--- config.mk ---
export PLATFORM = sky130hd
export DESIGN_NAME = serial_time_sync_receiver_core
export DESIGN_NICKNAME = d
export VERILOG_FILES = /design/src/design/sts_pkg.sv /design/src/design/sts_frame_parser.sv /design/src/design/sts_edge_ram.sv /design/src/design/serial_time_sync_receiver_core.sv
export SDC_FILE = /design/constraint.sdc
export NUM_CORES = 2
export LEC_CHECK = 0
export BUFFER_PORTS_ARGS = -buffer_cell sky130_fd_sc_hd__buf_4
export CORE_UTILIZATION = 50
export CTS_CLUSTER_SIZE = 40
export DETAILED_ROUTE_END_ITERATION = 10
export PLACE_DENSITY_LB_ADDON = 0.12
export SLEW_MARGIN = 0
export SYNTH_ARGS = -nofsm -noshare
export SYNTH_HDL_FRONTEND = slang
export SYNTH_SLANG_ARGS = --single-unit
--- constraint.sdc ---
create_clock -name clk_i -period 8.6 [get_ports clk_i]
set_input_delay 0.86 -clock clk_i [delete_from_list [all_inputs] [get_ports clk_i]]
set_output_delay 0.86 -clock clk_i [all_outputs]
set_load 0.02 [all_outputs]
--- src/design/sts_pkg.sv ---
package sts_pkg;

  typedef enum logic [1:0] {
    MODE_EDGE = 2'd0,
    MODE_BYTE = 2'd1,
    MODE_OVF  = 2'd2
  } mode_e;

  typedef enum logic [2:0] {
    REG_SYNC_OFFSET  = 3'd0,
    REG_BYTE_TIME    = 3'd1,
    REG_EXPECTED_LAG = 3'd2,
    REG_WINDOW_MIN   = 3'd3,
    REG_WINDOW_MAX   = 3'd4,
    REG_REPEAT_EN    = 3'd5,
    REG_GENERATE_EN  = 3'd6
  } cfg_reg_e;

  localparam logic [7:0]  HDR_FIRST     = 8'hAA;
  localparam logic [7:0]  HDR_SECOND    = 8'hAF;
  localparam logic [19:0] US_PER_SECOND = 20'd1_000_000;
  localparam logic [31:0] HALF_SPAN     = 32'h8000_0000;

  localparam logic [15:0] SYNC_OFFSET_RST  = 16'd672;
  localparam logic [15:0] BYTE_TIME_RST    = 16'd100;
  localparam logic [15:0] EXPECTED_LAG_RST = 16'd120;
  localparam logic [15:0] WINDOW_MIN_RST   = 16'd40;
  localparam logic [15:0] WINDOW_MAX_RST   = 16'd500;

  typedef struct packed {
    logic        done;
    logic [31:0] raw_sec;
  } parse_t;

endpackage

--- src/design/sts_frame_parser.sv ---
module sts_frame_parser import sts_pkg::*; (
  input  logic       clk_i,
  input  logic       rst_ni,
  input  logic       step_i,
  input  logic [1:0] mode_i,
  input  logic [7:0] byte_value_i,
  input  logic       gen_en_i,
  output parse_t     parse_o
);

  typedef enum logic [1:0] {
    PH_HEADER0 = 2'd0,
    PH_HEADER1 = 2'd1,
    PH_SECONDS = 2'd2
  } phase_e;

  phase_e     phase_q, phase_d;
  logic [1:0] cnt_q, cnt_d;
  logic [7:0] bytes_q [3];
  logic       wr;
  logic       done;

  always_comb begin
    phase_d = phase_q;
    cnt_d   = cnt_q;
    wr      = 1'b0;
    done    = 1'b0;
    if (step_i && !gen_en_i) begin
      if (mode_i == MODE_OVF) begin
        phase_d = PH_HEADER0;
        cnt_d   = '0;
      end else if (mode_i == MODE_BYTE) begin
        unique case (phase_q)
          PH_HEADER1: begin
            phase_d = (byte_value_i == HDR_SECOND) ? PH_SECONDS : PH_HEADER0;
          end
          PH_SECONDS: begin
            if (cnt_q != 2'd3) begin
              wr    = 1'b1;
              cnt_d = cnt_q + 2'd1;
            end else begin
              cnt_d   = '0;
              phase_d = PH_HEADER0;
              done    = 1'b1;
            end
          end
          default: begin
            phase_d = (byte_value_i == HDR_FIRST) ? PH_HEADER1 : PH_HEADER0;
          end
        endcase
      end
    end
  end

  assign parse_o.done    = done;
  assign parse_o.raw_sec = {byte_value_i, bytes_q[2], bytes_q[1], bytes_q[0]};

  always_ff @(posedge clk_i or negedge rst_ni) begin
    if (!rst_ni) begin
      phase_q <= PH_HEADER0;
      cnt_q   <= '0;
    end else begin
      phase_q <= phase_d;
      cnt_q   <= cnt_d;
    end
  end

  always_ff @(posedge clk_i) begin
    if (wr) begin
      bytes_q[cnt_q] <= byte_value_i;
    end
  end

endmodule

--- src/design/sts_edge_ram.sv ---
module sts_edge_ram #(
  parameter int unsigned EDGE_SLOTS = 8,
  localparam int unsigned AW = (EDGE_SLOTS > 1) ? $clog2(EDGE_SLOTS) : 1
) (
  input  logic          clk_i,
  input  logic          rst_ni,
  input  logic          we_i,
  input  logic [AW-1:0] waddr_i,
  input  logic [31:0]   wdata_i,
  input  logic          re_i,
  input  logic [AW-1:0] raddr_i,
  output logic [31:0]   rdata_o
);

  logic [31:0]           mem_q [EDGE_SLOTS];
  logic [EDGE_SLOTS-1:0] vld_q;
  logic [31:0]           rd_data_q;
  logic                  rd_vld_q;

  always_ff @(posedge clk_i) begin
    if (we_i) begin
      mem_q[waddr_i] <= wdata_i;
    end
    if (re_i) begin
      rd_data_q <= mem_q[raddr_i];
    end
  end

  always_ff @(posedge clk_i or negedge rst_ni) begin
    if (!rst_ni) begin
      vld_q    <= '0;
      rd_vld_q <= 1'b0;
    end else begin
      if (we_i) begin
        vld_q[waddr_i] <= 1'b1;
      end
      if (re_i) begin
        rd_vld_q <= vld_q[raddr_i];
      end
    end
  end

  // never-written slots read as empty
  assign rdata_o = rd_vld_q ? rd_data_q : '0;

endmodule

--- src/design/serial_time_sync_receiver_core.sv ---
// Flow: an edge, overflow, unused-mode or non-final byte goes from idle straight to the output
// register; a packet-completing byte first does one edge RAM read per slot through a 3-stage
// scoring pipe, then widen, reference and offset steps, before the output register loads.
// Only one item is in flight: the next beat is taken only after the output register has
// loaded the last result, so a stalled output also holds off the input.
// Reset clears the edge RAM valid bits, ring head, parser, offset and synced flag,
// and loads the register defaults; no clearing pass is needed.
module serial_time_sync_receiver_core import sts_pkg::*; #(
  parameter int unsigned EDGE_SLOTS = 8
) (
  input  logic               clk_i,
  input  logic               rst_ni,
  input  logic               in_valid_i,
  output logic               in_ready_o,
  input  logic [1:0]         mode_i,
  input  logic [7:0]         byte_value_i,
  input  logic [63:0]        time_us_i,
  output logic               out_valid_o,
  input  logic               out_ready_i,
  output logic               offset_valid_o,
  output logic signed [63:0] offset_us_o,
  output logic [31:0]        synced_second_o,
  output logic               edge_found_o,
  output logic               repeat_valid_o,
  output logic [31:0]        repeat_second_o,
  output logic               synced_o,
  input  logic               cfg_valid_i,
  output logic               cfg_ready_o,
  input  logic [2:0]         cfg_index_i,
  input  logic [15:0]        cfg_data_i
);

  localparam int unsigned AW = (EDGE_SLOTS > 1) ? $clog2(EDGE_SLOTS) : 1;
  localparam int unsigned CW = $clog2(EDGE_SLOTS + 1);
  localparam logic [AW-1:0] LAST_SLOT = AW'(EDGE_SLOTS - 1);
  localparam logic [CW-1:0] SLOT_CNT  = CW'(EDGE_SLOTS);

  typedef enum logic [2:0] {
    ST_IDLE,
    ST_SEARCH,
    ST_WIDEN,
    ST_REF,
    ST_OFF,
    ST_OUT
  } state_e;

  // configuration
  logic [15:0] sync_offset_q, byte_time_q, lag_q, wmin_q, wmax_q;
  logic        repeat_en_q, gen_en_q;

  assign cfg_ready_o = 1'b1;

  always_ff @(posedge clk_i or negedge rst_ni) begin
    if (!rst_ni) begin
      sync_offset_q <= SYNC_OFFSET_RST;
      byte_time_q   <= BYTE_TIME_RST;
      lag_q         <= EXPECTED_LAG_RST;
      wmin_q        <= WINDOW_MIN_RST;
      wmax_q        <= WINDOW_MAX_RST;
      repeat_en_q   <= 1'b0;
      gen_en_q      <= 1'b0;
    end else if (cfg_valid_i) begin
      unique case (cfg_index_i)
        REG_SYNC_OFFSET:  sync_offset_q <= cfg_data_i;
        REG_BYTE_TIME:    byte_time_q   <= cfg_data_i;
        REG_EXPECTED_LAG: lag_q         <= cfg_data_i;
        REG_WINDOW_MIN:   wmin_q        <= cfg_data_i;
        REG_WINDOW_MAX:   wmax_q        <= cfg_data_i;
        REG_REPEAT_EN:    repeat_en_q   <= cfg_data_i[0];
        REG_GENERATE_EN:  gen_en_q      <= cfg_data_i[0];
        default: ;
      endcase
    end
  end

  state_e        state_q;
  logic          accept;
  parse_t        parse;
  logic [AW-1:0] head_q, rd_ptr_q;
  logic [CW-1:0] issue_cnt_q;
  logic          ram_we, ram_re;
  logic [31:0]   ram_rdata;

  assign in_ready_o = (state_q == ST_IDLE);
  assign accept     = in_valid_i && in_ready_o;
  assign ram_we     = accept && (mode_i == MODE_EDGE);
  assign ram_re     = (state_q == ST_SEARCH) && (issue_cnt_q != SLOT_CNT);

  sts_frame_parser u_parser (
    .clk_i       (clk_i),
    .rst_ni      (rst_ni),
    .step_i      (accept),
    .mode_i      (mode_i),
    .byte_value_i(byte_value_i),
    .gen_en_i    (gen_en_q),
    .parse_o     (parse)
  );

  sts_edge_ram #(
    .EDGE_SLOTS(EDGE_SLOTS)
  ) u_edge_ram (
    .clk_i  (clk_i),
    .rst_ni (rst_ni),
    .we_i   (ram_we),
    .waddr_i(head_q),
    .wdata_i(time_us_i[31:0]),
    .re_i   (ram_re),
    .raddr_i(rd_ptr_q),
    .rdata_o(ram_rdata)
  );

  // item and search registers
  logic [63:0] now_q;
  logic        done_q;
  logic [31:0] raw_sec_q, sec_q;
  logic        s0_vld_q, s1_vld_q, s2_vld_q;
  logic [31:0] ts1_q, age1_q, ts2_q, score2_q;
  logic        win2_q;
  logic        found_q;
  logic [31:0] best_ts_q, min_score_q;
  logic [63:0] start_q, ref_q, time_offset_q;
  logic [51:0] prod_q;
  logic        synced_q;

  // output register
  logic        out_valid_q, out_offset_valid_q, out_edge_found_q, out_repeat_valid_q;
  logic        out_synced_q;
  logic [63:0] out_offset_q;
  logic [31:0] out_second_q, out_repeat_second_q;

  logic [31:0] now32, lag32, score;
  logic        win;
  logic [31:0] hi_adj;
  logic [16:0] lead_sum;
  logic        search_idle, out_load;

  assign now32 = now_q[31:0];
  assign lag32 = {16'd0, lag_q};
  assign win   = (ts1_q != '0) && (age1_q >= {16'd0, wmin_q}) && (age1_q <= {16'd0, wmax_q});
  assign score = (age1_q >= lag32) ? (age1_q - lag32) : (lag32 - age1_q);
  assign lead_sum = {1'b0, sync_offset_q} + {1'b0, byte_time_q};
  assign search_idle = (issue_cnt_q == SLOT_CNT) && !s0_vld_q && !s1_vld_q && !s2_vld_q;
  assign out_load = (state_q == ST_OUT) && (!out_valid_q || out_ready_i);

  always_comb begin
    hi_adj = now_q[63:32];
    if ((best_ts_q > now32) && ((best_ts_q - now32) > HALF_SPAN)) begin
      hi_adj = now_q[63:32] - 32'd1;
    end else if ((best_ts_q < now32) && ((now32 - best_ts_q) > HALF_SPAN)) begin
      hi_adj = now_q[63:32] + 32'd1;
    end
  end

  always_ff @(posedge clk_i) begin
    if (accept) begin
      now_q     <= time_us_i;
      raw_sec_q <= parse.raw_sec;
      sec_q     <= parse.raw_sec + 32'd1;
    end
    ts1_q    <= ram_rdata;
    age1_q   <= now32 - ram_rdata;
    ts2_q    <= ts1_q;
    win2_q   <= win;
    score2_q <= score;
    if (state_q == ST_WIDEN) begin
      start_q <= found_q ? {hi_adj, best_ts_q} : now_q;
      prod_q  <= sec_q * US_PER_SECOND;
    end
    if (state_q == ST_REF) begin
      ref_q <= {12'd0, prod_q} - {47'd0, lead_sum};
    end
  end

  always_ff @(posedge clk_i or negedge rst_ni) begin
    if (!rst_ni) begin
      state_q             <= ST_IDLE;
      head_q              <= '0;
      rd_ptr_q            <= '0;
      issue_cnt_q         <= '0;
      done_q              <= 1'b0;
      s0_vld_q            <= 1'b0;
      s1_vld_q            <= 1'b0;
      s2_vld_q            <= 1'b0;
      found_q             <= 1'b0;
      best_ts_q           <= '0;
      min_score_q         <= '1;
      time_offset_q       <= '0;
      synced_q            <= 1'b0;
      out_valid_q         <= 1'b0;
      out_offset_valid_q  <= 1'b0;
      out_edge_found_q    <= 1'b0;
      out_repeat_valid_q  <= 1'b0;
      out_synced_q        <= 1'b0;
      out_offset_q        <= '0;
      out_second_q        <= '0;
      out_repeat_second_q <= '0;
    end else begin
      s0_vld_q <= ram_re;
      s1_vld_q <= s0_vld_q;
      s2_vld_q <= s1_vld_q;
      if (out_valid_q && out_ready_i && !out_load) begin
        out_valid_q <= 1'b0;
      end
      unique case (state_q)
        ST_IDLE: begin
          if (accept) begin
            done_q       <= parse.done;
            found_q      <= 1'b0;
            best_ts_q    <= '0;
            min_score_q  <= '1;
            issue_cnt_q  <= '0;
            rd_ptr_q     <= (head_q == '0) ? LAST_SLOT : head_q - AW'(1);
            if (mode_i == MODE_EDGE) begin
              head_q <= (head_q == LAST_SLOT) ? '0 : head_q + AW'(1);
            end
            state_q <= parse.done ? ST_SEARCH : ST_OUT;
          end
        end
        ST_SEARCH: begin
          if (ram_re) begin
            issue_cnt_q <= issue_cnt_q + CW'(1);
            rd_ptr_q    <= (rd_ptr_q == '0) ? LAST_SLOT : rd_ptr_q - AW'(1);
          end
          // newest first; strict compare keeps the newer edge on a tie
          if (s2_vld_q && win2_q && (!found_q || (score2_q < min_score_q))) begin
            found_q     <= 1'b1;
            min_score_q <= score2_q;
            best_ts_q   <= ts2_q;
          end
          if (search_idle) begin
            state_q <= ST_WIDEN;
          end
        end
        ST_WIDEN: state_q <= ST_REF;
        ST_REF:   state_q <= ST_OFF;
        ST_OFF: begin
          time_offset_q <= start_q - ref_q;
          synced_q      <= 1'b1;
          state_q       <= ST_OUT;
        end
        ST_OUT: begin
          if (out_load) begin
            out_valid_q         <= 1'b1;
            out_offset_valid_q  <= done_q;
            out_offset_q        <= time_offset_q;
            out_second_q        <= done_q ? sec_q : '0;
            out_edge_found_q    <= done_q && found_q;
            out_repeat_valid_q  <= done_q && repeat_en_q;
            out_repeat_second_q <= (done_q && repeat_en_q) ? raw_sec_q : '0;
            out_synced_q        <= synced_q;
            state_q             <= ST_IDLE;
          end
        end
        default: state_q <= ST_IDLE;
      endcase
    end
  end

  assign out_valid_o     = out_valid_q;
  assign offset_valid_o  = out_offset_valid_q;
  assign offset_us_o     = out_offset_q;
  assign synced_second_o = out_second_q;
  assign edge_found_o    = out_edge_found_q;
  assign repeat_valid_o  = out_repeat_valid_q;
  assign repeat_second_o = out_repeat_second_q;
  assign synced_o        = out_synced_q;

endmodule
==> run summary <==
## Power and ir drop
* Leak: 29.3 nW
* Sw Share: 40.5%
* clock share of power: 18.5%
* worst vdd rail ir drop: 0.645 mV
* power share of the sequential group: 29.8%
* proportion of power drawn by combinational gates: 51.6%
* Cell Int Power: 0.0167 W
* switching power: 0.0113 W
* ratio of total power to cell area: 410 nW/um2

## Clock network
* maximum clock insertion buffer count: 3
* TritonCTS clock tree: yes
* number of clock buffers inserted by TritonCTS: 117
* clock transition at the registers of the reported paths: 60 ps
* worst-skew pair later-pin latency: 780 ps
* Resized Gates After CTS: 0
* cell at the root of the clock tree: clkbuf_16
* total clock sinks: 1107
* maximum level of the CTS H-tree: 3

## Floorplan
* die width: 350 um
* number of ports placed on the die boundary: 233
* Die Footprint: 123000 um2
* FP Rows: 127
* die height: 350 um
* initial standard-cell utilization of the core: 50.5%
* area of the placeable core: 120000 um2

## Setup path
* Critical R2R Launch: sec_q[6]
* worst path arrival time: 7550 ps
* type of element capturing the critical path: register
* Register-to-Register Setup Slack: 1530 ps
* worst-case reg-to-reg path depth: 22
* Crit Path Category: register to register
* Worst setup SP type: register
* required time worst endpoint: 9070 ps
* capture point of the worst reg-to-reg path: prod_q[50]
* CP max FO: 6

## Placed design
* Area after DPL: 64100 um2
* dpl cells: 7029
* Port-buffer cells: 231
* final weighted congestion in routability-driven placement: 0.925
* DPL Wire Length: 118000 um
* pre-CTS WS: 1490 ps

## Global routing
* pin count of the biggest net entering global routing: 159
* overflow left after global routing: 0
* vias in the first global route: 40100
* first-pass GRT wire length: 242000 um
* Total Routing Usage GR: 25.9%
* initial antenna violation count: 6

## Timing
* post-route worst hold slack: 313 ps
* Pins Over Slew Limit: 0
* achievable frequency: 141 MHz
* final-layout setup total negative slack: 0 ps
* RSZ-0062 raised after global routing: false
* setup slack of the critical path after layout: 1530 ps
* total setup violations reported at the end of the flow: 0
* transition at the pin with the smallest max-transition slack: 1040 ps
* time the worst path needs with I/O delays and setup: 7070 ps
* clock tree skew after final layout: 86.1 ps
* Final Hold Viols: 0
* remaining max-slew budget at the tightest pin: 30.1%
* final worst-path cycle share: 82.3%

## Final layout
* final design instance area without fill: 68200 um2
* Final nets: 6233
* layout cell share with drive strength beyond 1: 14.3%
* count of fill cells added during filler insertion: 10200
* growth of design area from synthesis to finish: 12.5%
* non-filler cells in the finished layout: 7256

## Drt
* detailed-routing wirelength on met1: 72500 um
* first-pass detailed-route iteration total: 6
* total number of vias: 40900
* total length of routed wires: 158000 um
* DRC violation total after the first TritonRoute iteration: 3035
* Remaining DRCs: 0
* topmost layer with routed signal wires: met4
* final antenna-violating net count: 0
* metal2 WL: 73300 um
* via density per instance: 5.64
* length of routed met3 wiring: 8630 um
* average routed wire per standard cell: 21.8 um

## Yosys
* Post-synth EDFFs: 603
* Synth Register Bits: 1107
* adder and majority cell fraction of the synthesized area: 14.2%
* proportion of register bits with asynchronous set or reset after synthesis: 33.9%
* Post-Synthesis Mean Instance Area: 11.4 um2
* top_reg_cell synth: edfxtp_1
* YS warnings: 0
* xor/xnor cell area share of the yosys netlist: 3.99%
* mux contribution to synthesized area: 5.86%
* proportion of synthesized chip area in sequential cells: 49.7%
* combinational family with the most area after synthesis: adder cells
* Synth Area in Simple Gates: 9.64%
* post-synth design cell area: 60600 um2
* Synth Area in Compound Gates: 12.0%
* Syn Inst Count: 5317
* Net Count, Synth: 6013
* distinct cell type count of the synthesized netlist: 92

## Run
* number of max-cap violations: 0

## Run status
* outcome: finished, final reports clean

## Hold path
* destination of the worst hold path: now_q[56]
* startpoint of the tightest hold check path: time_us_i[56]
* count of cells along the worst hold path: 1
* kind of path behind the tightest hold check: input port to register

[area by class of cell]
cell class	count	area (um2)	area share, %
Antenna cell	2	5.00	0.00734
Inverter	553	2080	3.05
Clock buffer	167	3430	5.03
Sequential cell	1107	30100	44.2
Timing Repair Buffer	273	2070	3.04
Clock inverter	57	633	0.929
Multi-Input combinational cell	3485	27800	40.8
Tap cell	1612	2020	2.96
[worst max-delay path by stage]
stage / from / end / slack [ps] / depth (start not counted)
finish: sec_q[6] / prod_q[50] / 1530 / 22
detailed placement: sec_q[6] / prod_q[50] / 1490 / 22
CTS: sec_q[6] / prod_q[50] / 1460 / 22
global route: sec_q[6] / prod_q[50] / 900 / 22
floorplan: sec_q[4] / prod_q[50] / 2190 / 22
global placement: sec_q[5] / prod_q[50] / 1710 / 22
[power by group through the flow]
stage                     Combinational (W)  Clock (W)  Sequential, W
after detailed placement             0.0145          0        0.00844
after CTS                            0.0146    0.00529        0.00834
after global placement               0.0144          0        0.00842
final                                0.0144    0.00519        0.00834
after global routing                 0.0164    0.00549        0.00846
after floorplan                      0.0110          0        0.00814
[cell usage after synthesis (37+ instances only)]
| cell | instances | area [um2] |
|---|---|---|
| xor2_1 | 119 | 1040 |
| nor2b_1 | 49 | 307 |
| inv_1 | 553 | 2080 |
| o21ai_0 | 324 | 1620 |
| a21o_1 | 130 | 976 |
| nand4_1 | 56 | 350 |
| nand2b_1 | 50 | 313 |
| and3_1 | 44 | 275 |
| nand3_1 | 68 | 340 |
| ha_1 | 447 | 5590 |
| nor2_1 | 280 | 1050 |
| a21oi_1 | 256 | 1280 |
| mux4_2 | 66 | 1490 |
| nor3_1 | 65 | 325 |
| o21bai_1 | 42 | 315 |
| xnor2_1 | 157 | 1380 |
| or3_1 | 39 | 244 |
| edfxtp_1 | 603 | 18100 |
| dfrtp_1 | 325 | 8130 |
| dfstp_2 | 50 | 1310 |
| clkbuf_1 | 143 | 537 |
| a22o_1 | 37 | 324 |
| o21a_1 | 49 | 368 |
| fa_1 | 151 | 3020 |
| nand2_1 | 434 | 1630 |
| mux2_2 | 160 | 1800 |
| dfxtp_1 | 129 | 2580 |
[cells by family after synthesis]
| group | after synthesis |
|---|---|
| adders and majority gates | 598 |
| xor gates and xnor gates | 276 |
| buffers and inverters | 725 |
| DFF | 1107 |
| AOI/OAI and AO/OA | 1132 |
| other | 1 |
| muxes | 252 |
| and+or+nand+nor | 1226 |
[critical path, stage by stage, from the launching register on]
cell and delay, ps:
edfxtp_1 510, inv_1 170, fa_1 520, inv_1 60
fa_1 500, fa_1 570, fa_1 420, ha_1 290
inv_1 50, fa_1 490, inv_1 40, ha_1 370
a21o_1 210, a21o_1 170, a211oi_1 200, o21ai_0 210
a311oi_1 540, o31ai_1 190, o31ai_1 440, o31a_1 260
o21ai_0 140, a221oi_1 330, xnor2_1 100
[metal layers]
layer  track usage, %  up-vias
met2             41.5     1029
met5                0        -
met1             36.9    20300
met4             6.54        0
met3             3.88      199
li1                 -    19400
[flip-flops by register name, summed over array words and instances (netlist names), 46 cells and up]
register / flops
ref_q: 53
start_q: 64
offset_us_o: 64
u_edge_ram.mem_q: 256
now_q: 64
time_offset_q: 64
prod_q: 46
[stage by stage]
step,util [%],power [W]
finish,56.8,0.0280
global route,56.8,0.0304
floorplan,-,0.0192
global placement,53.4,0.0228
CTS,56.8,0.0283
detailed placement,53.4,0.0230
[placed cells by master (no fill, tap or decap), types with 25 or more instances in the layout]
| cell type | synthesis | final |
|---|---|---|
| mux4_2 | 66 | 66 |
| xnor2_1 | 157 | 157 |
| nand4_1 | 56 | 56 |
| mux2i_1 | 26 | 26 |
| nor3_1 | 65 | 59 |
| fa_1 | 151 | 151 |
| mux2_2 | 160 | 160 |
| o21ai_0 | 324 | 324 |
| buf_4 | 4 | 270 |
| nand3_1 | 68 | 67 |
| a21oi_1 | 256 | 256 |
| nor4_1 | 31 | 30 |
| and2_1 | 26 | 26 |
| inv_1 | 553 | 552 |
| nor2_1 | 280 | 276 |
| xor2_1 | 119 | 119 |
| a32oi_1 | 31 | 31 |
| nor2b_1 | 49 | 49 |
| ha_1 | 447 | 447 |
| o21bai_1 | 42 | 42 |
| a31oi_1 | 29 | 28 |
| a21o_1 | 130 | 130 |
| dfrtp_1 | 325 | 322 |
| a22o_1 | 37 | 37 |
| clkbuf_16 | 0 | 121 |
| dfstp_2 | 50 | 50 |
| nand2_1 | 434 | 433 |
| dfxtp_1 | 129 | 129 |
| o21a_1 | 49 | 49 |
| nand2b_1 | 50 | 50 |
| and3_1 | 44 | 44 |
| clkinv_2 | 0 | 25 |
| edfxtp_1 | 603 | 603 |
| or3_1 | 39 | 39 |
[what timing repair did]
item,in CTS,in global routing
buffers inserted,0,0
hold endpoints to repair,11,0
hold buffers,1,0
No activity file was read; power rests on OpenSTA's default activity.
